<file path="config.mk">
export PLATFORM = sky130hd
export DESIGN_NAME = pcsg_ctrl
export DESIGN_NICKNAME = d
export VERILOG_FILES = /design/src/design/pcsg_pkg.sv /design/src/design/pcsg_ctrl.sv
export SDC_FILE = /design/constraint.sdc
export NUM_CORES = 1
export LEC_CHECK = 0
export BUFFER_PORTS_ARGS = -buffer_cell sky130_fd_sc_hd__buf_2
export CAP_MARGIN = 20
export CORE_MARGIN = 2
export CORE_UTILIZATION = 57
export DETAILED_ROUTE_END_ITERATION = 10
export GPL_TIMING_DRIVEN = 0
export PLACE_DENSITY_LB_ADDON = 0.1
export SLEW_MARGIN = 10
export SYNTH_ARGS = -nofsm -noshare
export SYNTH_HDL_FRONTEND = slang
export SYNTH_SLANG_ARGS = --single-unit
</file>
<file path="constraint.sdc">
create_clock -name clk -period 4.25 [get_ports clk]
set_input_delay 0.425 -clock clk [delete_from_list [all_inputs] [get_ports clk]]
set_output_delay 0.425 -clock clk [all_outputs]
set_load 0.03 [all_outputs]
</file>
<file path="src/design/pcsg_pkg.sv">
package pcsg_pkg;
	localparam int CORDIC_ITERATIONS = 16;
	localparam int COORD_BITS = 14;
	localparam int ITER_BITS = $clog2(CORDIC_ITERATIONS + 1);
	localparam logic [31:0] CORDIC_GAIN_Q30 = 32'd652032874;
	localparam logic [35:0] PI_Q29 = 36'd1686629713;

	localparam logic [1:0] REG_SHAPE = 2'd0;
	localparam logic [1:0] REG_CENTER_X = 2'd1;
	localparam logic [1:0] REG_CENTER_Y = 2'd2;

	localparam logic [3:0] SH_NONE = 4'd0;
	localparam logic [3:0] SH_ASTROID = 4'd1;
	localparam logic [3:0] SH_CYCLOID = 4'd2;
	localparam logic [3:0] SH_HUYGENS = 4'd3;
	localparam logic [3:0] SH_HYPO = 4'd4;
	localparam logic [3:0] SH_LINE = 4'd5;
	localparam logic [3:0] SH_CIRCLE = 4'd6;
	localparam logic [3:0] SH_ELLIPSE = 4'd7;
	localparam logic [3:0] SH_EPI = 4'd8;
	localparam logic [3:0] SH_STAR = 4'd9;
	localparam logic [3:0] SH_CLOUD = 4'd10;
	localparam logic [3:0] SH_ICLOUD = 4'd11;

	typedef struct packed {
		logic start;
		logic [3:0] shape;
		logic [9:0] index;
	} pcsg_cmd_t;

	typedef struct packed {
		logic done;
	} pcsg_stat_t;

	function automatic logic [31:0] atan_turn(input logic [4:0] k);
		logic [31:0] r;
		unique case (k)
			5'd0: r = 32'd536870912;
			5'd1: r = 32'd316933406;
			5'd2: r = 32'd167458907;
			5'd3: r = 32'd85004756;
			5'd4: r = 32'd42667331;
			5'd5: r = 32'd21354465;
			5'd6: r = 32'd10679838;
			5'd7: r = 32'd5340245;
			5'd8: r = 32'd2670163;
			5'd9: r = 32'd1335087;
			5'd10: r = 32'd667544;
			5'd11: r = 32'd333772;
			5'd12: r = 32'd166886;
			5'd13: r = 32'd83443;
			5'd14: r = 32'd41722;
			5'd15: r = 32'd20861;
			5'd16: r = 32'd10430;
			5'd17: r = 32'd5215;
			5'd18: r = 32'd2608;
			5'd19: r = 32'd1304;
			5'd20: r = 32'd652;
			5'd21: r = 32'd326;
			5'd22: r = 32'd163;
			5'd23: r = 32'd81;
			default: r = 32'd0;
		endcase
		return r;
	endfunction

	function automatic logic [9:0] shape_steps(input logic [3:0] sh);
		logic [9:0] r;
		unique case (sh)
			SH_ASTROID: r = 10'd250;
			SH_CYCLOID: r = 10'd128;
			SH_HUYGENS: r = 10'd256;
			SH_HYPO: r = 10'd256;
			SH_LINE: r = 10'd128;
			SH_CIRCLE: r = 10'd120;
			SH_ELLIPSE: r = 10'd256;
			SH_EPI: r = 10'd512;
			SH_STAR: r = 10'd256;
			SH_CLOUD: r = 10'd128;
			SH_ICLOUD: r = 10'd128;
			default: r = 10'd0;
		endcase
		return r;
	endfunction

	function automatic logic [3:0] shape_turns(input logic [3:0] sh);
		logic [3:0] r;
		unique case (sh)
			SH_CYCLOID: r = 4'd2;
			SH_HUYGENS: r = 4'd2;
			SH_LINE: r = 4'd0;
			SH_EPI: r = 4'd6;
			SH_STAR: r = 4'd3;
			SH_CLOUD: r = 4'd14;
			SH_ICLOUD: r = 4'd14;
			default: r = 4'd1;
		endcase
		return r;
	endfunction

	function automatic logic [6:0] shape_scale(input logic [3:0] sh);
		logic [6:0] r;
		unique case (sh)
			SH_ASTROID: r = 7'd90;
			SH_HYPO: r = 7'd40;
			SH_LINE: r = 7'd100;
			SH_CIRCLE: r = 7'd100;
			SH_ELLIPSE: r = 7'd75;
			SH_STAR: r = 7'd25;
			default: r = 7'd10;
		endcase
		return r;
	endfunction
endpackage

</file>
<file path="src/design/pcsg_ctrl.sv">
module pcsg_ctrl (
	input logic clk,
	input logic arst_n,
	input logic in_valid,
	output logic in_stall,
	input logic restart,
	input logic [3:0] shape,
	input pcsg_pkg::pcsg_stat_t stat,
	output pcsg_pkg::pcsg_cmd_t cmd,
	output logic out_valid,
	input logic out_stall,
	output logic last_segment,
	output logic first_q
);
	localparam logic [1:0] S_IDLE = 2'd0, S_RUN = 2'd1, S_OUT = 2'd2;
	logic [1:0] state_q;
	logic [9:0] step_q;
	logic active_q;
	logic [9:0] n;
	logic [9:0] nxt;
	logic valid_shape;
	logic go;

	always_comb begin
		n = pcsg_pkg::shape_steps(shape);
		valid_shape = (shape != pcsg_pkg::SH_NONE) && (shape <= pcsg_pkg::SH_ICLOUD);
		nxt = restart ? 10'd0 : ((step_q + 10'd1 > n) ? n : step_q + 10'd1);
		if (!restart && step_q >= n) nxt = n;
		go = valid_shape && (restart || active_q);
		in_stall = (state_q != S_IDLE);
		cmd.start = (state_q == S_IDLE) && in_valid && go;
		cmd.shape = shape;
		cmd.index = nxt;
		out_valid = (state_q == S_OUT);
	end

	always_ff @(posedge clk or negedge arst_n) begin
		if (!arst_n) begin
			state_q <= S_IDLE;
			step_q <= '0;
			active_q <= 1'b0;
			last_segment <= 1'b0;
			first_q <= 1'b0;
		end else begin
			unique case (state_q)
				S_IDLE: if (in_valid) begin
					if (!valid_shape) begin
						active_q <= 1'b0;
					end else if (go) begin
						step_q <= nxt;
						last_segment <= (nxt == n);
						active_q <= (nxt != n);
						first_q <= (nxt == 10'd0);
						state_q <= S_RUN;
					end
				end
				S_RUN: if (stat.done) state_q <= S_OUT;
				S_OUT: if (!out_stall) state_q <= S_IDLE;
				default: state_q <= S_IDLE;
			endcase
		end
	end
endmodule

</file>
==> impl_results.md, run 1 <==
* Outcome: finished clean
* Mapped Area at 1818 um^2
* Drt first pass iters at 4
* Switch share at 0.5498
* Yosys warning count at 0
* Net Count, Synth at 244
* Minimum clock period at 3.995 ns
* Core ar. at 3053 um^2
* DR WL/cell at 15.48 um
* Htree depth at 1
* Final period utilization at 0.9401
* Comb power frac at 0.761
* DRC viols at 0
* Dpl hpwl at 3474 um
* Row count at 20
* Post-route insts no fill at 292
* Leak Pwr at 1.043 nW
* Worst Path Arrival at 3.57 ns
* Post-Synthesis Cells at 215
* Rel. slew slack at 0.6616
* Post-synth EDFFs at 0
* Startpoint types: input pin
* Critical R2R Capture: step_q[5]$_DFFE_PN0P_
* Register area share after synthesis at 0.2065
* Layout cells sized above 1 at 0.2581
* DR vias at 1701
* Tot GR Track Use at 0.2669
* Crit end category: primary output
* Worst-Skew Late Latency at 0.30 ns
* Slew Limit Fails at 0
* Worst reg2reg path depth at 13
* Clock power share at 0.062
* ANT cells at 0
* Slowest stage delay, CP at 0.51 ns
* Slowest cell on crit path: or3b_2
* Hold Fails Final Rpt at 0
* Initial antenna violation count at 0
* Antenna viol nets, final at 0
* Final WL at 4519 um
* Vias in the first global route at 1563
* Crit path max fanout at 5
* Worst-path clk slew at 0.10 ns
* Post-synthesis cell type count at 57
* Pin count of the biggest net entering global routing at 16
* Critical path, cell by cell: buf_2 -> inv_1 -> ha_1 -> or3b_2 -> inv_1 -> ha_1 -> nand2b_1 -> a31oi_1 -> o21ai_0 -> a211oi_4 -> nor4b_4 -> nor2_2 -> a211oi_1 -> buf_2
* # port buffers at 27
* RSZ-0062 raised after global routing: false
* CTS tree: built
* Iter 0 DRT Violations at 132
* Max-cap viol count at 0
* Reg power frac at 0.176
* Setup_tns at 0 ns
* Crit Path Category: input pin to primary output
* Clock Root Buffer: clkbuf_4
* Synth area leaders: dfrtp_1 21%, ha_1 13%, nor2_1 4.1%
* Vias per cell at 5.825
* Final net count at 278
* GPL Wtd Cong at 0.9032
* Top cell type's share of synthesized area at 0.2065
* Slew @ Worst Pin at 0.5039 ns
* Final setup viols at 0
* Pwr Density at 672.7 nW/um^2
* Total die area at 3657 um^2
* CTS Buf Count at 3
* R2R Setup Slk at 0.97 ns
* First-pass GRT wire length at 7251 um
* Hold buffer count at CTS at 0
* Chip Height at 60.48 um
* HP Class: input pin to asynchronous set/reset pin
* Post-synth ARST share at 1.000
* Setup Skew at 0.005368 ns
* Placed Cells at 286
* # IOs at 29
* Die W at 60.48 um
* Sink Count at 15
* Peak supply drop at 0.0003777 V
* F_max at 250.3 MHz
* Ys flop type: dfrtp_1
* FF+latch count, synth at 15
* Most area-hungry cell type in the Yosys netlist: dfrtp_1
* Psw at 0.0007618 W
* Worst Path Required at 3.83 ns
* Avg Inst Size Synth at 8.456 um^2
* Worst flop-to-flop path startpoint: step_q[2]$_DFFE_PN0P_
* Initial Utilization at 0.5955
* Clock buffer depth at 2
* Remaining global-route overflow at 0
* Layout area overhead at 13.28%
* Internal at 0.0006237 W
[synthesized netlist by cell type, drive strengths merged, types with 2 or more instances]
master,count
inv,20
mux2i,6
o221ai,2
nand3,9
a211oi,5
nor2,22
dfrtp,15
a311oi,2
buf,6
nand4,2
o31ai,3
nor2b,5
or3,2
o311a,3
and2,3
xor2,2
xnor2,6
mux2,5
o32ai,2
nor3,3
nand2,18
o21ai,11
o211ai,2
o211a,2
clkbuf,5
a21oi,6
o22ai,5
and3,2
ha,19
a21o,5
nand2b,4
[metrics by stage]
step / util / power [W] / worst slack (ns) / hold WS [ns] / cell area (um^2)
after floorplan: - / 0.001044 / 0.3997 / 0.1294 / 1818
after global placement: 0.6578 / 0.001257 / 0.2403 / 0.3541 / 2008
after detailed placement: 0.6578 / 0.001267 / 0.2365 / 0.3518 / 2008
after CTS: 0.6668 / 0.001356 / 0.1567 / 0.02799 / 2036
after global routing: 0.6746 / 0.001492 / 0.008558 / 0.03663 / 2059
final: 0.6746 / 0.001385 / 0.2545 / 0.01960 / 2059
[flip-flops by register name, indices dropped and copies added, names as in the netlist]
signal	count
active_q	1
first_q	1
last_segment	1
state_q	2
step_q	10
[placed cells by master (no fill, tap or decap), types with 3 or more instances in the layout]
master	count
buf_2	28
nor2_1	20
inv_1	19
nand2_1	18
ha_1	18
dfrtp_1	14
o21ai_0	10
nand3_1	8
mux2i_1	6
xnor2_1	5
a21o_1	5
buf_4	5
clkbuf_1	4
mux2_2	4
nor2b_1	4
nand2b_1	4
a211oi_1	4
o22ai_1	4
and2_1	3
a21oi_1	3
o311a_1	3
a21oi_2	3
clkbuf_4	3
[final cells by class]
type / count / area (um^2)
buffer: 11 / 66.31
clock buffer: 3 / 22.52
clock inverter: 1 / 5.005
fill: 280 / 993.5
inverter: 20 / 75.07
multi-input combinational: 170 / 1316
sequential: 15 / 376.6
tap: 44 / 55.05
timing repair buffer: 28 / 142.6
[worst max-delay path, delay by kind of cell]
family / cells / cell delay (ns)
adders and majority gates: 2 / 0.44
and+or+nand+nor: 4 / 1.17
AOI/OAI and AO/OA: 4 / 0.94
buffers and inverters: 4 / 0.59
[power groups by stage]
stage / Sequential (W) / Clock [W] / Combinational (W)
finish: 0.000244 / 0.0000862 / 0.00106
global route: 0.000252 / 0.0000950 / 0.00114
CTS: 0.000241 / 0.0000864 / 0.00103
detailed placement: 0.000244 / 0 / 0.00102
global placement: 0.000242 / 0 / 0.00102
floorplan: 0.000243 / 0 / 0.000801
[metal layers]
layer  up-vias  share of wire  track usage
li1        846              -            -
met1       772           0.45       0.3536
met2        73           0.46       0.4472
met3        10          0.064      0.04691
met4         0          0.020      0.08075
met5         -              0            0
[logic make-up (layout without fill, tap and decap cells)]
group                      Yosys count  in the layout  synth area share
AOI/OAI and AO/OA                   56             56            0.2443
xor gates and xnor gates             8              8           0.04267
adders and majority gates           19             19            0.1308
buffers and inverters               31             63           0.07708
DFF                                 15             15            0.2065
muxes                               11             11           0.06607
and+or+nand+nor                     75             76            0.2326
[worst max-delay path by stage]
stage                                     start  endpoint  slack (ns)  depth (start not counted)
after floorplan                        shape[3]    cmd[7]        0.40                         12
after global placement                 shape[1]    cmd[8]        0.24                         16
after detailed placement               shape[1]    cmd[8]        0.24                         16
after CTS                 step_q[4]$_DFFE_PN0P_    cmd[8]        0.16                         14
after global routing      step_q[2]$_DFFE_PN0P_    cmd[7]       0.009                         14
final                                  shape[1]    cmd[7]        0.25                         14
[timing repair]
action | 4_1_cts | 5_1_grt
setup buffers | 0 | 1
resized for setup | 0 | 5
endpoints found under the setup margin | 0 | 10
(Power assumes the default switching activity.)
==> inputs of run 2 (changes only) <==
--- a/config.mk
+++ b/config.mk
@@ -5,10 +5,11 @@
 export SDC_FILE = /design/constraint.sdc
 export NUM_CORES = 1
 export LEC_CHECK = 0
+export ABC_AREA = 1
 export BUFFER_PORTS_ARGS = -buffer_cell sky130_fd_sc_hd__buf_2
 export CAP_MARGIN = 20
 export CORE_MARGIN = 2
-export CORE_UTILIZATION = 57
+export CORE_UTILIZATION = 58
 export DETAILED_ROUTE_END_ITERATION = 10
 export GPL_TIMING_DRIVEN = 0
 export PLACE_DENSITY_LB_ADDON = 0.1
==> impl_results.md, run 2 <==
* Chip Height at 62.49 um (+3.3%)
* Worst Path Required at 3.83 ns (about the same)
* Most frequent cells in the layout: 78 x nand2_1, 43 x inv_1, 29 x nor2_1, 29 x buf_2, 26 x nand3_1
* Comb power frac at 0.802 (+0.041)
* Clock power share at 0.050 (-0.012)
* Minimum clock period at 3.944 ns (-0.05160 ns)
* Final WL at 4648 um (+2.9%)
* Final period utilization at 0.9280 (-0.01214)
* Worst Path Arrival at 3.52 ns (-0.05 ns)
* Initial antenna violation count at 0 (unchanged)
* Iter 0 DRT Violations at 150 (+14%)
* Commonest cells post-synth: 78 x nand2_1, 43 x inv_1, 29 x nor2_1, 26 x nand3_1, 19 x ha_1
* HP Class: input pin to asynchronous set/reset pin
* DRC viols at 0 (unchanged)
* Slew Limit Fails at 0 (unchanged)
* # IOs at 29 (unchanged)
* F_max at 253.6 MHz (+1.3%)
* First-pass GRT wire length at 8300 um (+14%)
* Peak supply drop at 0.0004033 V (+6.8%)
* Clock buffer depth at 2 (unchanged)
* Post-synth ARST share at 1.000 (unchanged)
* Hold buffer count at CTS at 0 (unchanged)
* Tot GR Track Use at 0.2607 (-0.006215)
* WHS at 0.02955 ns (+0.009947 ns)
* Post-synthesis cell type count at 32 (-44%)
* Vias per cell at 5.338 (-8.4%)
* Dpl hpwl at 3889 um (+12%)
* Reg power frac at 0.148 (-0.028)
* Leak Pwr at 1.266 nW (+21%)
* Largest register FFs at 10 (unchanged)
* Row count at 21 (+5.0%)
* Worst-Skew Late Latency at 0.28 ns (-0.02 ns)
* Psw at 0.0009959 W (+31%)
* Worst flop-to-flop path startpoint: step_q[0]$_DFFE_PN0P_
* GPL Wtd Cong at 0.8448 (-6.5%)
* Layout cells sized above 1 at 0.2292 (-0.02890)
* RSZ-0062 raised after global routing: false
* Pwr Density at 747.7 nW/um^2 (+11%)
* Max-cap viol count at 0 (unchanged)
* Commonest non-fill, non-tap cell in the layout: nand2_1
* CTS Buf Count at 3 (unchanged)
* Worst reg2reg path depth at 21 (+8)
* Final net count at 366 (+32%)
* Outcome: finished clean
* Rel. slew slack at 0.4617 (-0.1999)
* Core ar. at 3311 um^2 (+8.4%)
* Sink Count at 15 (unchanged)
* Register area share after synthesis at 0.1892 (-0.01731)
* Synth area leaders: dfrtp_1 19%, nand2_1 15%, ha_1 12%
* Avg Inst Size Synth at 6.506 um^2 (-23%)
* Remaining global-route overflow at 0 (unchanged)
* Pin count of the biggest net entering global routing at 16 (unchanged)
* Worst-path clk slew at 0.09 ns (about the same)
* Htree depth at 1 (unchanged)
* Initial Utilization at 0.5994 (+0.003903)
* Top cell type's share of synthesized area at 0.1892 (-0.01731)
* Layout area overhead at 11.29%
* Slew @ Worst Pin at 0.8012 ns (+0.2973 ns)
* Mapped Area at 1984 um^2 (+9.2%)
* Top Registers: step_q: 10 flops, state_q: 2 flops
* Total die area at 3905 um^2 (+6.8%)
* Post-synth EDFFs at 0 (unchanged)
* Clock Root Buffer: clkbuf_4
* Worst setup margin at 0.3061 ns (+0.05160 ns)
* Register name with the most flops: step_q
* Most area-hungry cell type in the Yosys netlist: dfrtp_1
* Most numerous cell in the Yosys netlist: nand2_1
* Post-Place Worst Slack at 0.3160 ns (+0.07946 ns)
* Vias in the first global route at 1869 (+20%)
* DR vias at 2039 (+20%)
* Antenna viol nets, final at 0 (unchanged)
* R2R Setup Slk at 0.84 ns (-0.13 ns)
* Internal at 0.0006553 W (+5.1%)
* Hold Fails Final Rpt at 0 (unchanged)
* DR WL/cell at 12.17 um (-21%)
* Crit path max fanout at 10 (+5)
* Die W at 62.49 um (+3.3%)
* Net Count, Synth at 334 (+37%)
* Drt first pass iters at 5 (+1)
* Switch share at 0.6031 (+0.05328)
* CTS tree: built
* Setup Skew at 0.004225 ns (-0.001144 ns)
* Setup_tns at 0 ns (unchanged)
* # port buffers at 27 (unchanged)
* ANT cells at 0 (unchanged)
* Crit Path Category: input pin to primary output
* Final setup viols at 0 (unchanged)
* Critical R2R Capture: active_q$_DFFE_PN0P_
* Post-Synthesis Cells at 305 (+42%)
* Crit end category: primary output
* Fillers at 344 (+23%)
* FF+latch count, synth at 15 (unchanged)
* Startpoint types: input pin
* Yosys warning count at 0 (unchanged)
* Ys flop type: dfrtp_1
* Setup Fix Bufs, Post-CTS at 0 (unchanged)
-- run 2: cell types whose count changed after synthesis, sizes merged, moves of 5 or more --
| cell | change |
|---|---|
| nand2 | +77 |
| inv | +25 |
| mux2i | -6 |
| mux2 | -5 |
| nand3 | +26 |
| nor2b | -5 |
| nor2 | +11 |
| nand4 | +10 |
| o22ai | -5 |
| xnor2 | -6 |
| a21oi | +8 |
| a21o | -5 |
-- run 2: how the worst max path moves through the flow --
| stage | from | end | slack (ns) | depth (start not counted) |
|---|---|---|---|---|
| global route | step_q[2]$_DFFE_PN0P_ | cmd[8] | 0.007 | 20 |
| global placement | shape[1] | cmd[9] | 0.30 | 15 |
| detailed placement | shape[1] | cmd[9] | 0.32 | 15 |
| finish | shape[1] | cmd[8] | 0.31 | 15 |
| floorplan | shape[1] | cmd[8] | 0.91 | 13 |
| CTS | shape[1] | cmd[9] | 0.30 | 15 |
-- run 2: final cells by class --
cell class	instances	area (um^2)	area share
Sequential cell	15	376.6	0.1705
Timing Repair Buffer	27	135.1	0.06119
Buffer	11	88.84	0.04023
Inverter	45	171.4	0.07762
Tap cell	46	57.56	0.02606
Clock buffer	4	26.28	0.01190
Multi-Input combinational cell	234	1353	0.6125
-- run 2: power by group through the flow --
stage	Combinational, W	Sequential, W	Clock (W)
6_report	0.00132	0.000244	0.0000830
5_1_grt	0.00149	0.000252	0.0000935
4_1_cts	0.00131	0.000243	0.0000850
3_5_place_dp	0.00130	0.000246	0
3_3_place_gp	0.00128	0.000245	0
2_1_floorplan	0.00102	0.000244	0
-- run 2: logic make-up (layout without fill, tap and decap cells) --
kind of cell    after synthesis  count (layout)  share of synthesized area
xor+xnor                      3               3                    0.01324
simple gates                182             182                     0.4546
buf+inv                      56              87                     0.1311
compound gates               30              30                    0.09206
flops                        15              15                     0.1892
fa+ha+maj                    19              19                     0.1198
-- run 2: routing by layer --
metal / GRT usage / wire length, um / vias to the layer above
li1: - / - / 1043
met1: 0.3352 / 2058 / 902
met2: 0.4624 / 2210 / 84
met3: 0.04505 / 289 / 10
met4: 0.04444 / 89 / 0
met5: 0 / 0 / -
-- run 2: through the flow --
stage	total power [W]	cell area (um^2)	util	instances
after floorplan	0.001267	1984	-	305
after global placement	0.001527	2177	0.6576	378
after detailed placement	0.001551	2177	0.6576	378
after CTS	0.001638	2203	0.6655	382
after global routing	0.001833	2208	0.6670	382
final	0.001651	2208	0.6670	382
-- run 2: critical path, stage by stage --
cell and delay [ns]:
buf_2 0.11, inv_1 0.07, ha_1 0.17, inv_1 0.11, nor2_2 0.05, o21ai_0 0.48, ha_1 0.37, nand2_1 0.09
nor2_1 0.05, a211oi_1 0.19, nand4_1 0.28, nand2_1 0.36, nand2_1 0.22, a21oi_1 0.29, buf_2 0.25
-- run 2: what timing repair did --
action                     in CTS  in global routing
resized for setup               0                  2
hold endpoints to repair        0                  0
setup endpoints to repair       0                  2
